File: src/hw/rtl/sfcc_pkg.sv
package sfcc_pkg;

  // Default frame layout
  localparam int FrameBytesDef = 78;
  localparam int CrcWordsDef   = 18;
  localparam int CrcOffsetDef  = 74;

  // CRC-32, MSB first, no reflection, no final XOR
  localparam logic [31:0] CrcPoly   = 32'h04C1_1DB7;
  localparam logic [31:0] CrcInit   = 32'hFFFF_FFFF;
  localparam logic [31:0] CrcTopBit = 32'h8000_0000;

  // Input item kinds (carried on tuser)
  localparam logic KindByte = 1'b0;
  localparam logic KindIdle = 1'b1;

  // Frame status codes
  localparam logic [1:0] StatusGood      = 2'd0;
  localparam logic [1:0] StatusBadLength = 2'd1;
  localparam logic [1:0] StatusBadCrc    = 2'd2;

  localparam int ByteCntMax = 255;

  typedef logic [31:0][31:0] crc_mat_t;

  typedef struct packed {
    logic       kind;
    logic [7:0] data;
  } in_item_t;

  typedef struct packed {
    logic [31:0] received_crc;
    logic [31:0] computed_crc;
    logic [7:0]  frame_length;
    logic [1:0]  frame_status;
  } result_t;

  // Column i: effect of a single set bit i after 32 zero-data shift steps
  function automatic crc_mat_t crc_cols();
    crc_mat_t    m;
    logic [31:0] v;
    for (int i = 0; i < 32; i++) begin
      v = 32'h1 << i;
      for (int b = 0; b < 32; b++) begin
        if ((v & CrcTopBit) != 32'h0) begin
          v = (v << 1) ^ CrcPoly;
        end else begin
          v = v << 1;
        end
      end
      m[i] = v;
    end
    return m;
  endfunction

  localparam crc_mat_t CrcMat = crc_cols();

  // Fold one 32-bit word into the CRC: a fixed XOR matrix on crc ^ word
  function automatic logic [31:0] crc_word(input logic [31:0] crc, input logic [31:0] word);
    logic [31:0] x;
    logic [31:0] r;
    x = crc ^ word;
    r = '0;
    for (int i = 0; i < 32; i++) begin
      if (x[i]) begin
        r = r ^ CrcMat[i];
      end
    end
    return r;
  endfunction

endpackage

File: src/hw/rtl/sfcc_frame_track.sv
module sfcc_frame_track #(
  parameter int FRAME_BYTES = sfcc_pkg::FrameBytesDef,
  parameter int CRC_WORDS   = sfcc_pkg::CrcWordsDef,
  parameter int CRC_OFFSET  = sfcc_pkg::CrcOffsetDef
) (
  input  logic               clk_i,
  input  logic               rst_ni,
  input  logic               item_valid_i,
  input  sfcc_pkg::in_item_t item_i,
  input  logic               out_free_i,
  output logic               advance_o,
  output logic               res_valid_o,
  output sfcc_pkg::result_t  res_o
);
  import sfcc_pkg::*;

  localparam logic [8:0] CrcEnd   = 9'(CRC_WORDS * 4);
  localparam logic [8:0] CapLo    = 9'(CRC_OFFSET);
  localparam logic [8:0] CapHi    = 9'(CRC_OFFSET + 4);
  localparam logic [7:0] FrameLen = 8'(FRAME_BYTES);
  localparam logic [7:0] CntSat   = 8'(ByteCntMax);

  logic [7:0]  cnt_q, cnt_d;
  logic [31:0] crc_q, crc_d;
  logic [23:0] asm_q, asm_d;
  logic [31:0] cap_q, cap_d;

  logic        is_idle;
  logic        byte_go;
  logic [8:0]  pos;
  logic [7:0]  cap_off;
  logic [1:0]  lane;
  logic [7:0]  b;

  // Idle events wait for room in the result register; bytes always advance
  assign is_idle     = (item_i.kind == KindIdle);
  assign advance_o   = item_valid_i && (!is_idle || out_free_i);
  assign res_valid_o = advance_o && is_idle;
  assign byte_go     = advance_o && !is_idle && (cnt_q != CntSat);

  assign pos     = {1'b0, cnt_q};
  assign lane    = cnt_q[1:0];
  assign cap_off = cnt_q - CapLo[7:0];
  assign b       = item_i.data;

  // Status: length first, then CRC compare
  always_comb begin
    res_o.frame_length = cnt_q;
    res_o.computed_crc = crc_q;
    res_o.received_crc = cap_q;
    if (cnt_q != FrameLen) begin
      res_o.frame_status = StatusBadLength;
    end else if (crc_q != cap_q) begin
      res_o.frame_status = StatusBadCrc;
    end else begin
      res_o.frame_status = StatusGood;
    end
  end

  // Next frame state
  always_comb begin
    cnt_d = cnt_q;
    crc_d = crc_q;
    asm_d = asm_q;
    cap_d = cap_q;
    if (res_valid_o) begin
      cnt_d = '0;
      crc_d = CrcInit;
      asm_d = '0;
      cap_d = '0;
    end else if (byte_go) begin
      cnt_d = cnt_q + 8'd1;
      // Assemble words little-endian and fold each full word into the CRC
      if (pos < CrcEnd) begin
        case (lane)
          2'd0: asm_d = {16'h0, b};
          2'd1: asm_d = asm_q | {8'h0, b, 8'h0};
          2'd2: asm_d = asm_q | {b, 16'h0};
          2'd3: begin
            crc_d = crc_word(crc_q, {b, asm_q});
            asm_d = '0;
          end
          default: asm_d = asm_q;
        endcase
      end
      // Capture the received CRC bytes little-endian
      if (pos >= CapLo && pos < CapHi) begin
        case (cap_off[1:0])
          2'd0: cap_d = cap_q | {24'h0, b};
          2'd1: cap_d = cap_q | {16'h0, b, 8'h0};
          2'd2: cap_d = cap_q | {8'h0, b, 16'h0};
          2'd3: cap_d = cap_q | {b, 24'h0};
          default: cap_d = cap_q;
        endcase
      end
    end
  end

  always_ff @(posedge clk_i or negedge rst_ni) begin
    if (!rst_ni) begin
      cnt_q <= '0;
      crc_q <= CrcInit;
      asm_q <= '0;
      cap_q <= '0;
    end else begin
      cnt_q <= cnt_d;
      crc_q <= crc_d;
      asm_q <= asm_d;
      cap_q <= cap_d;
    end
  end

  // Idle clears the frame state
  a_idle_clears: assert property (@(posedge clk_i) disable iff (!rst_ni)
    res_valid_o |=> (cnt_q == 8'd0 && crc_q == CrcInit && cap_q == 32'h0))
    else $error("frame state not cleared after idle");

  // Saturated counter stays put on further bytes
  a_cnt_sat: assert property (@(posedge clk_i) disable iff (!rst_ni)
    (advance_o && !is_idle && cnt_q == CntSat) |=> (cnt_q == CntSat && $stable(crc_q)))
    else $error("saturated byte count moved");

  // A good status needs the right length and matching CRCs
  a_good_ok: assert property (@(posedge clk_i) disable iff (!rst_ni)
    (res_valid_o && res_o.frame_status == StatusGood) |->
      (cnt_q == FrameLen && crc_q == cap_q))
    else $error("good status on a failing frame");

endmodule

File: config.mk
export PLATFORM = sky130hd
export DESIGN_NAME = sfcc_frame_track
export DESIGN_NICKNAME = d
export VERILOG_FILES = /design/src/hw/rtl/sfcc_pkg.sv /design/src/hw/rtl/sfcc_frame_track.sv
export SDC_FILE = /design/constraint.sdc
export NUM_CORES = 1
export LEC_CHECK = 0
export BUFFER_PORTS_ARGS = -buffer_cell sky130_fd_sc_hd__buf_2
export CAP_MARGIN = 20
export CELL_PAD_IN_SITES_DETAIL_PLACEMENT = 1
export CELL_PAD_IN_SITES_GLOBAL_PLACEMENT = 2
export CORE_MARGIN = 1
export CORE_UTILIZATION = 34
export CTS_CLUSTER_SIZE = 12
export DETAILED_ROUTE_END_ITERATION = 10
export HOLD_SLACK_MARGIN = 0.03
export MAX_ROUTING_LAYER = met4
export PLACE_DENSITY = 0.78
export RECOVER_POWER = 100
export SYNTH_ARGS = -nofsm -noshare
export SYNTH_HDL_FRONTEND = slang
export SYNTH_SLANG_ARGS = --single-unit
File: constraint.sdc
create_clock -name clk_i -period 2.29 [get_ports clk_i]
set_clock_uncertainty 0.2 [all_clocks]
set_input_delay 0.458 -clock clk_i [delete_from_list [all_inputs] [get_ports clk_i]]
set_output_delay 0.458 -clock clk_i [all_outputs]
set_load 0.005 [all_outputs]
Yosys cells after proc, flatten, opt, wreduce, memory -nomap -nowiden
Index checks and enable logic that the tools add are counted.
{ "totals": {"input_bits": 13, "out_inout_bits": 76, "wordCells": 244, "ff_bits": 96} }
{ "op_classes": {"n_eq_ne": 9, "n_bitwise": 38, "n_reduce_logical": 16, "magnitude_cmp": 3, "addsub": 2, "n_mux": 172} }
{ "ops": {"columns": ["operator", "count"], "rows": [
  ["$mux 32", 144],
  ["$mux 31", 6],
  ["$pmux 32 s4", 1],
  ["$mux 30", 4],
  ["$not 13->13", 9],
  ["$pmux 24 s4", 1],
  ["$mux 29", 3],
  ["$mux 24", 3],
  ["$not 14->14", 5],
  ["$not 15->15", 4],
  ["$mux 28", 2],
  ["$mux 27", 2],
  ["$not 12->12", 4],
  ["$not 16->16", 3],
  ["$not 18->18", 2],
  ["$ne 32x32->1", 1],
  ["$or 32x16->32", 1],
  ["$or 32x24->32", 1],
  ["$or 32x32->32", 1],
  ["$or 32x8->32", 1],
  ["$xor 32x32->32", 1],
  ["$mux 26", 1],
  ["$mux 25", 1],
  ["$or 24x16->24", 1],
  ["21 further kinds", 38]
]} }

Longest topological paths before layout
Gate-level depths: netlist of the first run.
{ "depth": {"depth_word": 193, "ltp_mapped": 8, "depth_no_buf": 7} }

Least setup slack after synthesis of the first run
No wires, ideal clock.
{ "synth_timing": {"path_type": "input-to-reg", "startpoint": "in item_i[5] in the netlist's numbering", "endpoint": "reg crc_q[19]", "required_ps": 2022, "setup_slack_ps": -245, "setup_time_ps": 68, "arrival_ps": 2267, "path_stages": 7, "n_path_buf": 1, "cell_sequence": "buf_2 xor2_4 xnor3_2 xnor2_2 xnor3_1 xor2_1 a21oi_2"} }
{ "synth_via": {"elab_chain_len": 16} }
{ "synth_lines": {"columns": ["item", "line_no", "source"], "rows": [
  ["start, declared", "sfcc_frame_track.sv:9", "input sfcc_pkg::in_item_t item_i,"],
  ["$xor 32x32->32", "sfcc_pkg.sv:62", "x = crc ^ word;"],
  ["$mux 32", "sfcc_pkg.sv:65", "if (x[i]) begin"],
  ["$mux 32", "sfcc_frame_track.sv:75", "case (lane)"],
  ["$mux 32", "sfcc_frame_track.sv:74", "if (pos < CrcEnd) begin"],
  ["$mux 32", "sfcc_frame_track.sv:71", "end else if (byte_go) begin"],
  ["$mux 32", "sfcc_frame_track.sv:66", "if (res_valid_o) begin"],
  ["$mux 32", "sfcc_pkg.sv:65", null],
  ["$mux 32", "sfcc_frame_track.sv:75", null],
  ["$mux 32", "sfcc_frame_track.sv:74", null],
  ["$mux 32", "sfcc_frame_track.sv:71", null],
  ["$mux 32", "sfcc_frame_track.sv:66", null],
  ["$mux 32", "sfcc_pkg.sv:65", null],
  ["$mux 32", "sfcc_frame_track.sv:75", null],
  ["$mux 32", "sfcc_frame_track.sv:74", null],
  ["$mux 32", "sfcc_frame_track.sv:71", null],
  ["$mux 32", "sfcc_frame_track.sv:66", null],
  ["end signal, assigned", "sfcc_frame_track.sv:102", "crc_q <= CrcInit;"],
  ["end signal, assigned", "sfcc_frame_track.sv:107", "crc_q <= crc_d;"],
  ["end, declared", "sfcc_frame_track.sv:24", "logic [31:0] crc_q, crc_d;"]
]} }
Every way passes these cells. The select of a mux whose other input is x is not followed.
A chain may end at the register's enable or synchronous reset.

Worst setup path in the final report of the first run
{ "layout_timing": {"startpoint": "reg crc_q[1]", "endpoint": "reg crc_q[24]"} }
{ "layout_via": {"elab_chain_len": 168} }
{ "layout_lines": {"columns": ["item", "line_no"], "rows": [
  ["$xor 32x32->32 (*)", "sfcc_pkg.sv:62"],
  ["$mux 28 (*)", "sfcc_pkg.sv:65"],
  ["$mux 32 (*)", "sfcc_frame_track.sv:75"],
  ["$mux 32 (*)", "sfcc_frame_track.sv:74"],
  ["$mux 32 (*)", "sfcc_frame_track.sv:71"],
  ["$mux 32 (*)", "sfcc_frame_track.sv:66"],
  ["$not 14->14 (no line)", null],
  ["$mux 29 (*)", "sfcc_pkg.sv:65"],
  ["(+152 left out)", null],
  ["$mux 32 (*)", "sfcc_frame_track.sv:74"],
  ["$mux 32 (*)", "sfcc_frame_track.sv:71"],
  ["$mux 32 (*)", "sfcc_frame_track.sv:66"],
  ["$mux 32 (*)", "sfcc_pkg.sv:65"],
  ["$mux 32 (*)", "sfcc_frame_track.sv:75"],
  ["$mux 32 (*)", "sfcc_frame_track.sv:74"],
  ["$mux 32 (*)", "sfcc_frame_track.sv:71"],
  ["$mux 32 (*)", "sfcc_frame_track.sv:66"]
]} }
Every way passes the cells marked *; elsewhere a longest branch is shown, timed or not. The select of a mux whose other input is x is not followed.

==> summary.md, run 1 <==
| Metric | Value |
|---|---|
| Result of the run | finished, violations left |
| Failing checks | negative setup slack |
| Initial antenna violation count | 0 |
| Die Ht | about 140 microns |
| Slew HR | between 6 and 7% |
| Min-delay src | asm_q[19] |
| Final period utilization | 120% |
| Post-Place Cell Area | 0.00920 sq mm |
| Post-Route WL | approximately 35 mm |
| Worst R2R Path Depth | 9 |
| Fin. Hold Viols | 0 |
| Layout cells sized above 1 | 56.5% |
| Crit Path Class | reg -> reg |
| Tot GR Track Use | between 30% and 40% |
| Critical Path Source Type | flop |
| Worst Hold End | asm_q[19] |
| Die footprint | approximately 0.021 sq mm |
| Max Fclk | about 360 MHz |
| Mapped Cells | approximately 660 |
| # diodes | 0 |
| Post-route ant nets | 0 |
| Clk_lat worst skew | around 0.37 ns |
| RSZ-0062 raised after global routing | yes |
| Synth area leader | xnor2_1 |
| Worst hold stages | 2 |
| Delay-heaviest family, CP | XOR/XNOR gates |
| Seq cells post-synth | 96 |
| Global-route wire length before repair | approximately 45 mm |
| Critical Path RT | 2.38 ns |
| Synth area leaders | xnor2_1 24%, dfrtp_1 23%, dfstp_2 12% |
| Netlist cell types | 44 |
| # setup viols final | between 40 and 50 |
| DRT iter0 DRCs | around 330 |
| Hpwl dp | around 22 mm |
| R2R setup slack | -0.47 ns |
| First-pass DRT Iterations | 5 |
| Layout area overhead | 74.0% |
| Post-synth top area share | approximately a quarter |
| Remaining DRCs | 0 |
| Worst R2R End | crc_q[24] |
| Synth Flop Type | dfrtp_1 |
| CTS tree | yes |
| Worst r2r src | crc_q[1] |
| DR vias | roughly 6,600 |
| Post-layout worst setup margin | -0.466 ns |
| Grt ovf | 0 |
| Post-layout net count | 1,012 |
| Avg Cell Area, Syn | roughly 10 sq um |
| Initial Utilization | approximately a third |
| Slowest cell on crit path | dfstp_2 |
| Vias in the first global route | approximately 7,000 |
| Register area share after synthesis | 35.5% |
| Routability congestion estimate | between 0.9 and 1 |
| Vias per inst | roughly 5.2 |
| Crit path cell chain | buf_4 -> buf_6 -> xnor2_4 -> buf_6 -> xor3_2 -> xnor2_4 -> xnor3_1 -> xnor2_1 -> a21oi_1 |
| Endpoint class of the critical path | flop |
| Ports | slightly below 90 |
| Ys async rst share | between 90% and 100% |
| Most frequent cell after synthesis | xnor2_1 |
| Clock transition at path regs | around 0.080 ns |
| Hold WS | between 0.3 and 0.4 ns |
| Die width | 144 microns |
| PortBufs | 88 |
| Post-synth top cells | 189 x xnor2_1, 91 x a21oi_1, 64 x dfrtp_1 |
| Syn nets | between 600 and 700 |
| Clk buf depth | 2 |
| Minimum clock period | around 2.8 ns |
| Clk root buf | clkbuf_16 |
| EDFF count, synth | 0 |
| Worst-path maximum fanout | 3 |
| Number of max-cap violations | 0 |
| Filler instances | between 2,000 and 2,500 |
| # rows | between 50 and 60 |
| Mapped Area | approximately 0.007 sq mm |
| Core Footprint | roughly 0.020 sq mm |
| Final Max Tran Viols | 0 |
| Core Util, Final | 60.9% |
| Worst slew pin tran | between 1 and 1.5 ns |
| Worst path arrival time | between 2 and 3 ns |
| Worst min path class | reg -> reg |
| Largest net degree at the start of global routing | 97 |
| Design area | ~0.012 sq mm |
| Worst path bufs/invs | 3 |
| # H-tree levels | 3 |
| CP Launch Point | crc_q[1] |
| Ys Warns | 0 |
| Crit-path max cell delay | 0.56 ns |
| Routed length per instance | approximately 28 microns |
| Clk sink count | 96 |
| Dpl ws | -0.354 ns |
| Num CTS Buffers | 9 |
[cell families after synthesis]
family / synth area share, %
fa+ha+maj: 0.909
buf+inv: 1.89
simple gates: 9.73
xor+xnor: 43.6
mux: 0.145
flops: 35.5
compound gates: 8.29
[worst register-to-register path, delay by kind of cell (launching register included)]
kind                   cells  cell delay, ns
XOR/XNOR                   5            1.39
buffers and inverters      3            0.36
AO/OA/AOI/OAI              1            0.18
flip-flops                 1            0.56
[layout make-up]
cell class	instances	area, sq um	share of cell area [%]
well taps	265	332	2.77
clock inverters	7	78.8	0.658
multi-input cells	534	6110	51.0
clock buffers	9	225	1.88
flip-flops and latches	96	2440	20.4
repair buffers	345	2760	23.0
inverters	8	30.0	0.251
[what timing repair did]
action / CTS / global route
hold buffers: 1 / 0
gates resized for setup: 152 / 152
buffers inserted: 39 / 48
cloned: 0 / 1
endpoints found under the setup margin: 56 / 74
pin swaps: 94 / 94
hold endpoints to repair: 64 / 0
[layer usage]
| metal | routed length, microns | share of wire, % | track usage [%] | up-vias |
|---|---|---|---|---|
| met5 | 0 | 0 | - | - |
| met4 | 1670 | 4.8 | 11.7 | 0 |
| met1 | 14100 | 40 | 38.7 | 3431 |
| met2 | 17700 | 51 | 53.9 | 216 |
| li1 | - | - | - | 2859 |
| met3 | 1410 | 4.0 | 5.33 | 93 |
[through the flow]
stage | std cells | setup TNS [ns]
2_1_floorplan | 662 | -1.52
3_3_place_gp | 1179 | -4.49
3_5_place_dp | 1179 | -6.08
4_1_cts | 1228 | -3.24
5_1_grt | 1264 | -17.29
6_report | 1264 | -9.25
[worst max-delay path by stage]
stage / end / cells after the start
2_1_floorplan: cap_q[10] / 6
3_3_place_gp: crc_q[16] / 8
3_5_place_dp: crc_q[16] / 8
4_1_cts: res_o[1] / 7
5_1_grt: crc_q[24] / 9
6_report: crc_q[24] / 9
[sequential cells by signal, indices dropped and copies added, names as in the netlist]
register,cells
cnt_q,8
asm_q,24
crc_q,32
cap_q,32
[cells in the final DEF (no fill, tap or decap), types with 4 or more instances in the layout]
| cell type | instances |
|---|---|
| nand2_1 | 11 |
| a21oi_1 | 74 |
| nor3_1 | 33 |
| dfstp_2 | 32 |
| xor2_2 | 15 |
| inv_1 | 7 |
| buf_6 | 73 |
| dfrtp_1 | 64 |
| nand3_1 | 10 |
| xnor3_2 | 5 |
| xor2_4 | 11 |
| buf_4 | 163 |
| xnor2_4 | 49 |
| a21oi_2 | 16 |
| ha_1 | 4 |
| xnor2_2 | 77 |
| nand4_1 | 9 |
| clkbuf_16 | 10 |
| xor2_1 | 18 |
| nor2_1 | 60 |
| clkbuf_1 | 24 |
| buf_12 | 9 |
| xnor3_1 | 15 |
| buf_2 | 68 |
| xnor2_1 | 86 |
Power of run 1 is not shown: default switching activity piles up to over one toggle a cycle in this logic, so the estimate is an artifact.
==> run 2: changes to the inputs <==
Settings changed: MAX_ROUTING_LAYER met4 to unset, SKIP_LAST_GASP set to 1.
==> summary.md, run 2 (synthesized netlist as in run 1, its figures left out) <==
| Metric | Value |
|---|---|
| Result of the run | finished, violations left |
| Failing checks | negative setup slack |
| # H-tree levels | 3 (unchanged) |
| Max Fclk | 371 MHz (+2.1%) |
| Core Footprint | 0.0197 sq mm (unchanged) |
| Most common cell after layout, fill and taps aside | buf_4 |
| # rows | 51 (unchanged) |
| Endpoint class of the critical path | primary output |
| # setup viols final | 43 (-2.3%) |
| Routability congestion estimate | 0.962 (-3.6%) |
| Post-layout net count | 1,001 (-1.1%) |
| DR vias | 6,776 (+2.7%) |
| Vias per inst | 5.41 (+3.6%) |
| Clk buf depth | 2 (unchanged) |
| Routed length per instance | 28.6 microns (+3.6%) |
| Ports | 89 (unchanged) |
| Remaining DRCs | 0 (unchanged) |
| Largest net degree at the start of global routing | 64 (-34%) |
| CTS tree | yes |
| Storage element area | 0.00244 sq mm (unchanged) |
| Most frequent cells in the layout | 167 x buf_4, 85 x xnor2_2, 85 x xnor2_1, 75 x a21oi_1, 68 x buf_2 |
| Die Ht | 144 microns (unchanged) |
| Worst R2R End | crc_q[29] |
| Post-route ant nets | 0 (unchanged) |
| Fin. Hold Viols | 0 (unchanged) |
| Die width | 144 microns (unchanged) |
| Core Util, Final | 59.8% (-1.1 points) |
| Vias in the first global route | 6,894 (+0.015%) |
| Post-layout worst setup margin | -0.408 ns (+0.0577 ns) |
| Placed cells | 1,180 (+0.085%) |
| Initial Utilization | 35.0% (unchanged) |
| Worst slew pin tran | 0.669 ns (-0.728 ns) |
| Regs by FF count | cap_q: 32 flops, crc_q: 32 flops, asm_q: 24 flops |
| Critical Path Source Type | flop |
| Clock transition at path regs | 0.09 ns (about the same) |
| Slew HR | 55.4% (+49 points) |
| Number of max-cap violations | 0 (unchanged) |
| RSZ-0062 raised after global routing | yes |
| Clk root buf | clkbuf_16 |
| Layout cells sized above 1 | 55.7% (-0.79 points) |
| Worst Hold End | cap_q[15] |
| Num CTS Buffers | 9 (unchanged) |
| Post-Layout Cell Count | 1,253 (-0.87%) |
| CP Launch Point | crc_q[16] |
| Worst R2R Path Depth | 7 (-2) |
| DRT iter0 DRCs | 405 (+22%) |
| Crit Path Class | reg -> out |
| Worst-path maximum fanout | 2 (-1) |
| Post-Route WL | 35.8 mm (+2.7%) |
| Minimum clock period | 2.70 ns (-0.0577 ns) |
| First-pass DRT Iterations | 5 (unchanged) |
| Grt ovf | 0 (unchanged) |
| Clk_lat worst skew | 0.37 ns (about the same) |
| Initial antenna violation count | 0 (unchanged) |
| PortBufs | 88 (unchanged) |
| Layout area overhead | 70.7% |
| Dpl ws | -0.445 ns (-0.0911 ns) |
| # diodes | 0 (unchanged) |
| Clk sink count | 96 (unchanged) |
| Worst hold stages | 2 (unchanged) |
| Worst r2r src | crc_q[7] |
| Critical Path RT | 1.63 ns (-0.75 ns) |
| Final Max Tran Viols | 0 (unchanged) |
| Area of the multi-input gates | 0.00596 sq mm (-2.5%) |
| Tot GR Track Use | 31.8% (-0.32 points) |
| Min-delay src | cap_q[15] |
| Die footprint | 0.0208 sq mm (unchanged) |
| Hpwl dp | 22.2 mm (+2.6%) |
| Final period utilization | 118% (-2.5 points) |
| Worst path arrival time | 2.04 ns (-0.81 ns) |
| Worst min path class | reg -> reg |
| R2R setup slack | -0.39 ns (+0.08 ns) |
| Filler instances | 2,119 (+1.6%) |
| Global-route wire length before repair | 46.2 mm (+2.0%) |
-- run 2: cell types whose count changed in the layout (fill, tap and decap cells not counted), sizes merged --
cell      change
buf          -16
clkbuf        +6
bufinv        +1
clkinv        -1
clkinvlp      -1
-- run 2: how the worst max path moves through the flow --
| stage | end | slack, ns |
|---|---|---|
| 4_1_cts | res_o[1] | -0.38 |
| 3_3_place_gp | crc_q[29] | -0.33 |
| 5_1_grt | crc_q[29] | -0.46 |
| 6_report | res_o[1] | -0.41 |
| 2_1_floorplan | cap_q[10] | -0.1 |
| 3_5_place_dp | crc_q[29] | -0.45 |
-- run 2: per-layer routing --
| metal | track usage (%) | share of wire, % | vias up |
|---|---|---|---|
| li1 | - | - | 2841 |
| met2 | 54.7 | 50 | 289 |
| met1 | 39.3 | 38 | 3526 |
| met3 | 4.44 | 5.6 | 120 |
| met5 | 0 | 0 | - |
| met4 | 14.6 | 5.6 | 0 |
-- run 2: worst max-delay path, stage by stage (launching register included) --
cell and delay, ns:
dfstp_2 0.59, buf_4 0.15, xnor2_1 0.12, nand4_1 0.19
nor4_2 0.30, buf_4 0.15, a21oi_2 0.04, buf_2 0.13
-- run 2: final cells by class --
cell class	instances	share of cell area (%)
multi-input cells	534	50.7
repair buffers	334	22.6
flip-flops and latches	96	20.8
well taps	265	2.82
clock buffers	10	2.03
clock inverters	6	0.820
inverters	8	0.256
-- run 2: through the flow --
step / setup TNS (ns) / hold WS (ns) / area (sq um)
4_1_cts: -4.75 / 0.338 / 10900
3_3_place_gp: -4.51 / 0.192 / 9250
2_1_floorplan: -1.52 / -0.0376 / 7030
3_5_place_dp: -8.14 / 0.200 / 9250
5_1_grt: -12.26 / 0.403 / 11800
6_report: -8.10 / 0.364 / 11800
-- run 2: timing repair --
item                       4_1_cts  5_1_grt
hold endpoints to repair        22        0
cloned                           0        2
buffers inserted                38       35
setup endpoints to repair       63       77
hold buffers                     1        0
resized for setup              146      118
pin swaps                       77       94
Power of run 2 is left out for the same reason.
==> run 3: changes to the inputs <==
Settings changed: ABC_AREA set to 1, CORE_UTILIZATION 34 to 31, PLACE_DENSITY 0.78 to 0.79.
==> summary.md, run 3 <==
| Metric | Value |
|---|---|
| Fin. Hold Viols | 0 (unchanged) |
| M2 GR Usage | 50.1% (-4.6 points) |
| Placed cells | 2,051 (+74%) |
| Met1 Use GR | 37.0% (-2.3 points) |
| Die width | 174 microns (+21%) |
| Most frequent cell after synthesis | nand2_1 |
| Crit Path Class | reg -> reg |
| Worst slew pin tran | 0.873 ns (+0.203 ns) |
| Slew HR | 41.8% (-14 points) |
| GR met3 Demand/Resource | 3.78% (-0.65 points) |
| Routability congestion estimate | 0.973 (+1.1%) |
| Synth area leader | nand2_1 |
| Clock transition at path regs | 0.08 ns (about the same) |
| Clk sink count | 96 (unchanged) |
| Clk buf depth | 2 (unchanged) |
| Failing checks | negative setup slack |
| Filler instances | 3,515 (+66%) |
| Num CTS Buffers | 9 (unchanged) |
| Storage element area | 0.00244 sq mm (+0.10%) |
| Final period utilization | 124% (+6.0 points) |
| PortBufs | 88 (unchanged) |
| First-pass DRT Iterations | 5 (unchanged) |
| Clk_lat worst skew | 0.37 ns (about the same) |
| Most common cell after layout, fill and taps aside | nand2_1 |
| Global-route wire length before repair | 66.3 mm (+44%) |
| Register area share after synthesis | 26.6% (-8.8 points) |
| Netlist cell types | 42 (-4.5%) |
| Worst min path class | in -> reg |
| Result of the run | finished, violations left |
| Post-layout net count | 1,793 (+79%) |
| Worst path arrival time | 2.94 ns (+0.90 ns) |
| Largest net degree at the start of global routing | 54 (-16%) |
| Vias per inst | 5.30 (-2.0%) |
| Ys Warns | 0 (unchanged) |
| Clk root buf | clkbuf_16 |
| Ports | 89 (unchanged) |
| Mapped Cells | 1,307 (+97%) |
| Final Max Tran Viols | 0 (unchanged) |
| Slowest cell on crit path | dfstp_2 |
| DR vias | 11,500 (+69%) |
| Number of max-cap violations | 0 (unchanged) |
| Minimum clock period | 2.84 ns (+0.138 ns) |
| Area of the multi-input gates | 0.00789 sq mm (+32%) |
| Hpwl dp | 35.4 mm (+59%) |
| # H-tree levels | 3 (unchanged) |
| GRT busiest layer | met2 |
| Worst-path maximum fanout | 2 (unchanged) |
| Layout area overhead | 70.8% (about the same) |
| Endpoint class of the critical path | flop |
| Initial antenna violation count | 0 (unchanged) |
| # setup viols final | 35 (-19%) |
| Post-layout worst setup margin | -0.546 ns (-0.138 ns) |
| Seq cells post-synth | 96 (unchanged) |
| Post-Layout Cell Count | 2,164 (+73%) |
| Syn nets | 1,325 (+95%) |
| Ys async rst share | 100% (unchanged) |
| Post-synth top cells | 445 x nand2_1, 164 x inv_1, 112 x xnor2_1 |
| CTS tree | yes |
| Avg Cell Area, Syn | 7.01 sq um (-33%) |
| Critical Path RT | 2.40 ns (+0.77 ns) |
| # diodes | 0 (unchanged) |
| Routed length per instance | 24.9 microns (-13%) |
| Initial Utilization | 31.8% (-3.3 points) |
| Synth area leaders | nand2_1 18%, dfrtp_1 17%, xnor2_1 11% |
| Post-synth top area share | 18.2% (-5.8 points) |
| RSZ-0062 raised after global routing | yes |
| Post-Route WL | 53.9 mm (+51%) |
| Core Footprint | 0.0289 sq mm (+47%) |
| Die Ht | 174 microns (+21%) |
| Vias in the first global route | 11,000 (+60%) |
| Crit-path max cell delay | 0.55 ns (-0.04 ns) |
| Crit path cell chain | buf_4 -> buf_6 -> xor2_2 -> buf_4 -> nand2_1 -> nand2_1 -> nand2_1 -> nand2_1 -> nand3_1 -> nand2_2 -> inv_2 -> nand2_1 -> nand2_1 -> nand2_1 -> nand3_2 -> nand2_1 -> inv_1 |
| EDFF count, synth | 0 (unchanged) |
| Grt ovf | 0 (unchanged) |
| Layout cells sized above 1 | 48.0% (-7.7 points) |
| Max Fclk | 353 MHz (-4.9%) |
| Most frequent cells in the layout | 346 x nand2_1, 289 x buf_4, 146 x inv_1, 85 x nand2_2, 70 x buf_2 |
| Remaining DRCs | 0 (unchanged) |
| Tot GR Track Use | 29.7% (-2.0 points) |
| Die footprint | 0.0303 sq mm (+45%) |
| Regs by FF count | cap_q: 32 flops, crc_q: 32 flops, asm_q: 24 flops |
| CP most frequent cell | nand2_1 |
| # rows | 62 (+22%) |
| Post-route ant nets | 0 (unchanged) |
| Mapped Area | 0.00917 sq mm (+33%) |
| Critical Path Source Type | flop |
| DRT iter0 DRCs | 768 (+90%) |
| Synth Flop Type | dfrtp_1 |
==> run 3: changes by cell type in the layout (fill, tap and decap cells not counted), sizes merged, moves of 24 or more <==
cell   previous run  this run
nand3            11        90
a21oi            92        68
nor3             34         2
xor2             44       117
nand2            12       451
inv              10       172
buf             301       450
xnor2           212       140
==> run 3: timing repair <==
item	4_1_cts	5_1_grt
hold endpoints to repair	68	0
setup endpoints to repair	64	81
setup buffers	46	56
cloned	1	0
gates resized for setup	141	307
pin swaps	40	154
hold buffers	1	0
==> run 3: critical path: cells and delay by family (launching register included) <==
family / cells / cell delay, ns
XOR/XNOR: 1 / 0.17
buffers and inverters: 5 / 0.49
flip-flops: 1 / 0.55
AND/OR/NAND/NOR: 11 / 1.36
==> run 3: metal layers <==
layer,routed length [microns],part of all wire [%]
met1,20000,37
met2,26000,48
met3,3770,7.0
met4,4130,7.7
met5,0,0
==> run 3: cell families (layout without fill, tap and decap cells) <==
logic type	Yosys count	in the layout	share of synthesized area, %
buffers and inverters	192	665	8.22
AND/OR/NAND/NOR	650	650	29.3
XOR/XNOR	257	257	28.8
flip-flops	96	96	26.6
AO/OA/AOI/OAI	107	107	6.32
adder cells (fa/ha/maj)	5	5	0.683
==> run 3: layout make-up <==
class / count / area share (%)
Multi-Input combinational cell: 1019 / 50.4
Timing Repair Buffer: 477 / 24.7
Sequential cell: 96 / 15.6
Inverter: 172 / 4.15
Tap cell: 384 / 3.07
Clock buffer: 9 / 1.44
Clock inverter: 7 / 0.607
==> run 3: worst paths after layout <==
| check | slack, ns | start | cells past startpoint | endpoint |
|---|---|---|---|---|
| min in group asynchronous | 0.61 | rst_ni | 2 | crc_q[17] |
| worst min-delay path | 0.34 | item_i[6] | 4 | cap_q[30] |
| worst max register to register | -0.55 | crc_q[22] | 17 | crc_q[29] |
| worst max-delay path | -0.55 | crc_q[22] | 17 | crc_q[29] |
| worst min register to register | 0.36 | cap_q[25] | 2 | cap_q[25] |
| max in group asynchronous | 0.32 | rst_ni | 3 | cnt_q[3] |
==> run 3: through the flow <==
step | area [sq um] | setup slack (ns) | utilization, % | TNS [ns] | hold WS (ns)
CTS | 13900 | -0.355 | 48.0 | -2.92 | 0.326
global route | 15700 | -0.601 | 54.3 | -11.68 | 0.358
detailed placement | 12300 | -0.496 | 42.8 | -9.97 | 0.280
finish | 15700 | -0.546 | 54.3 | -7.22 | 0.343
floorplan | 9170 | 0.0157 | - | 0 | -0.0376
global placement | 12300 | -0.486 | 42.8 | -7.89 | 0.271
Power of run 3 is left out for the same reason.
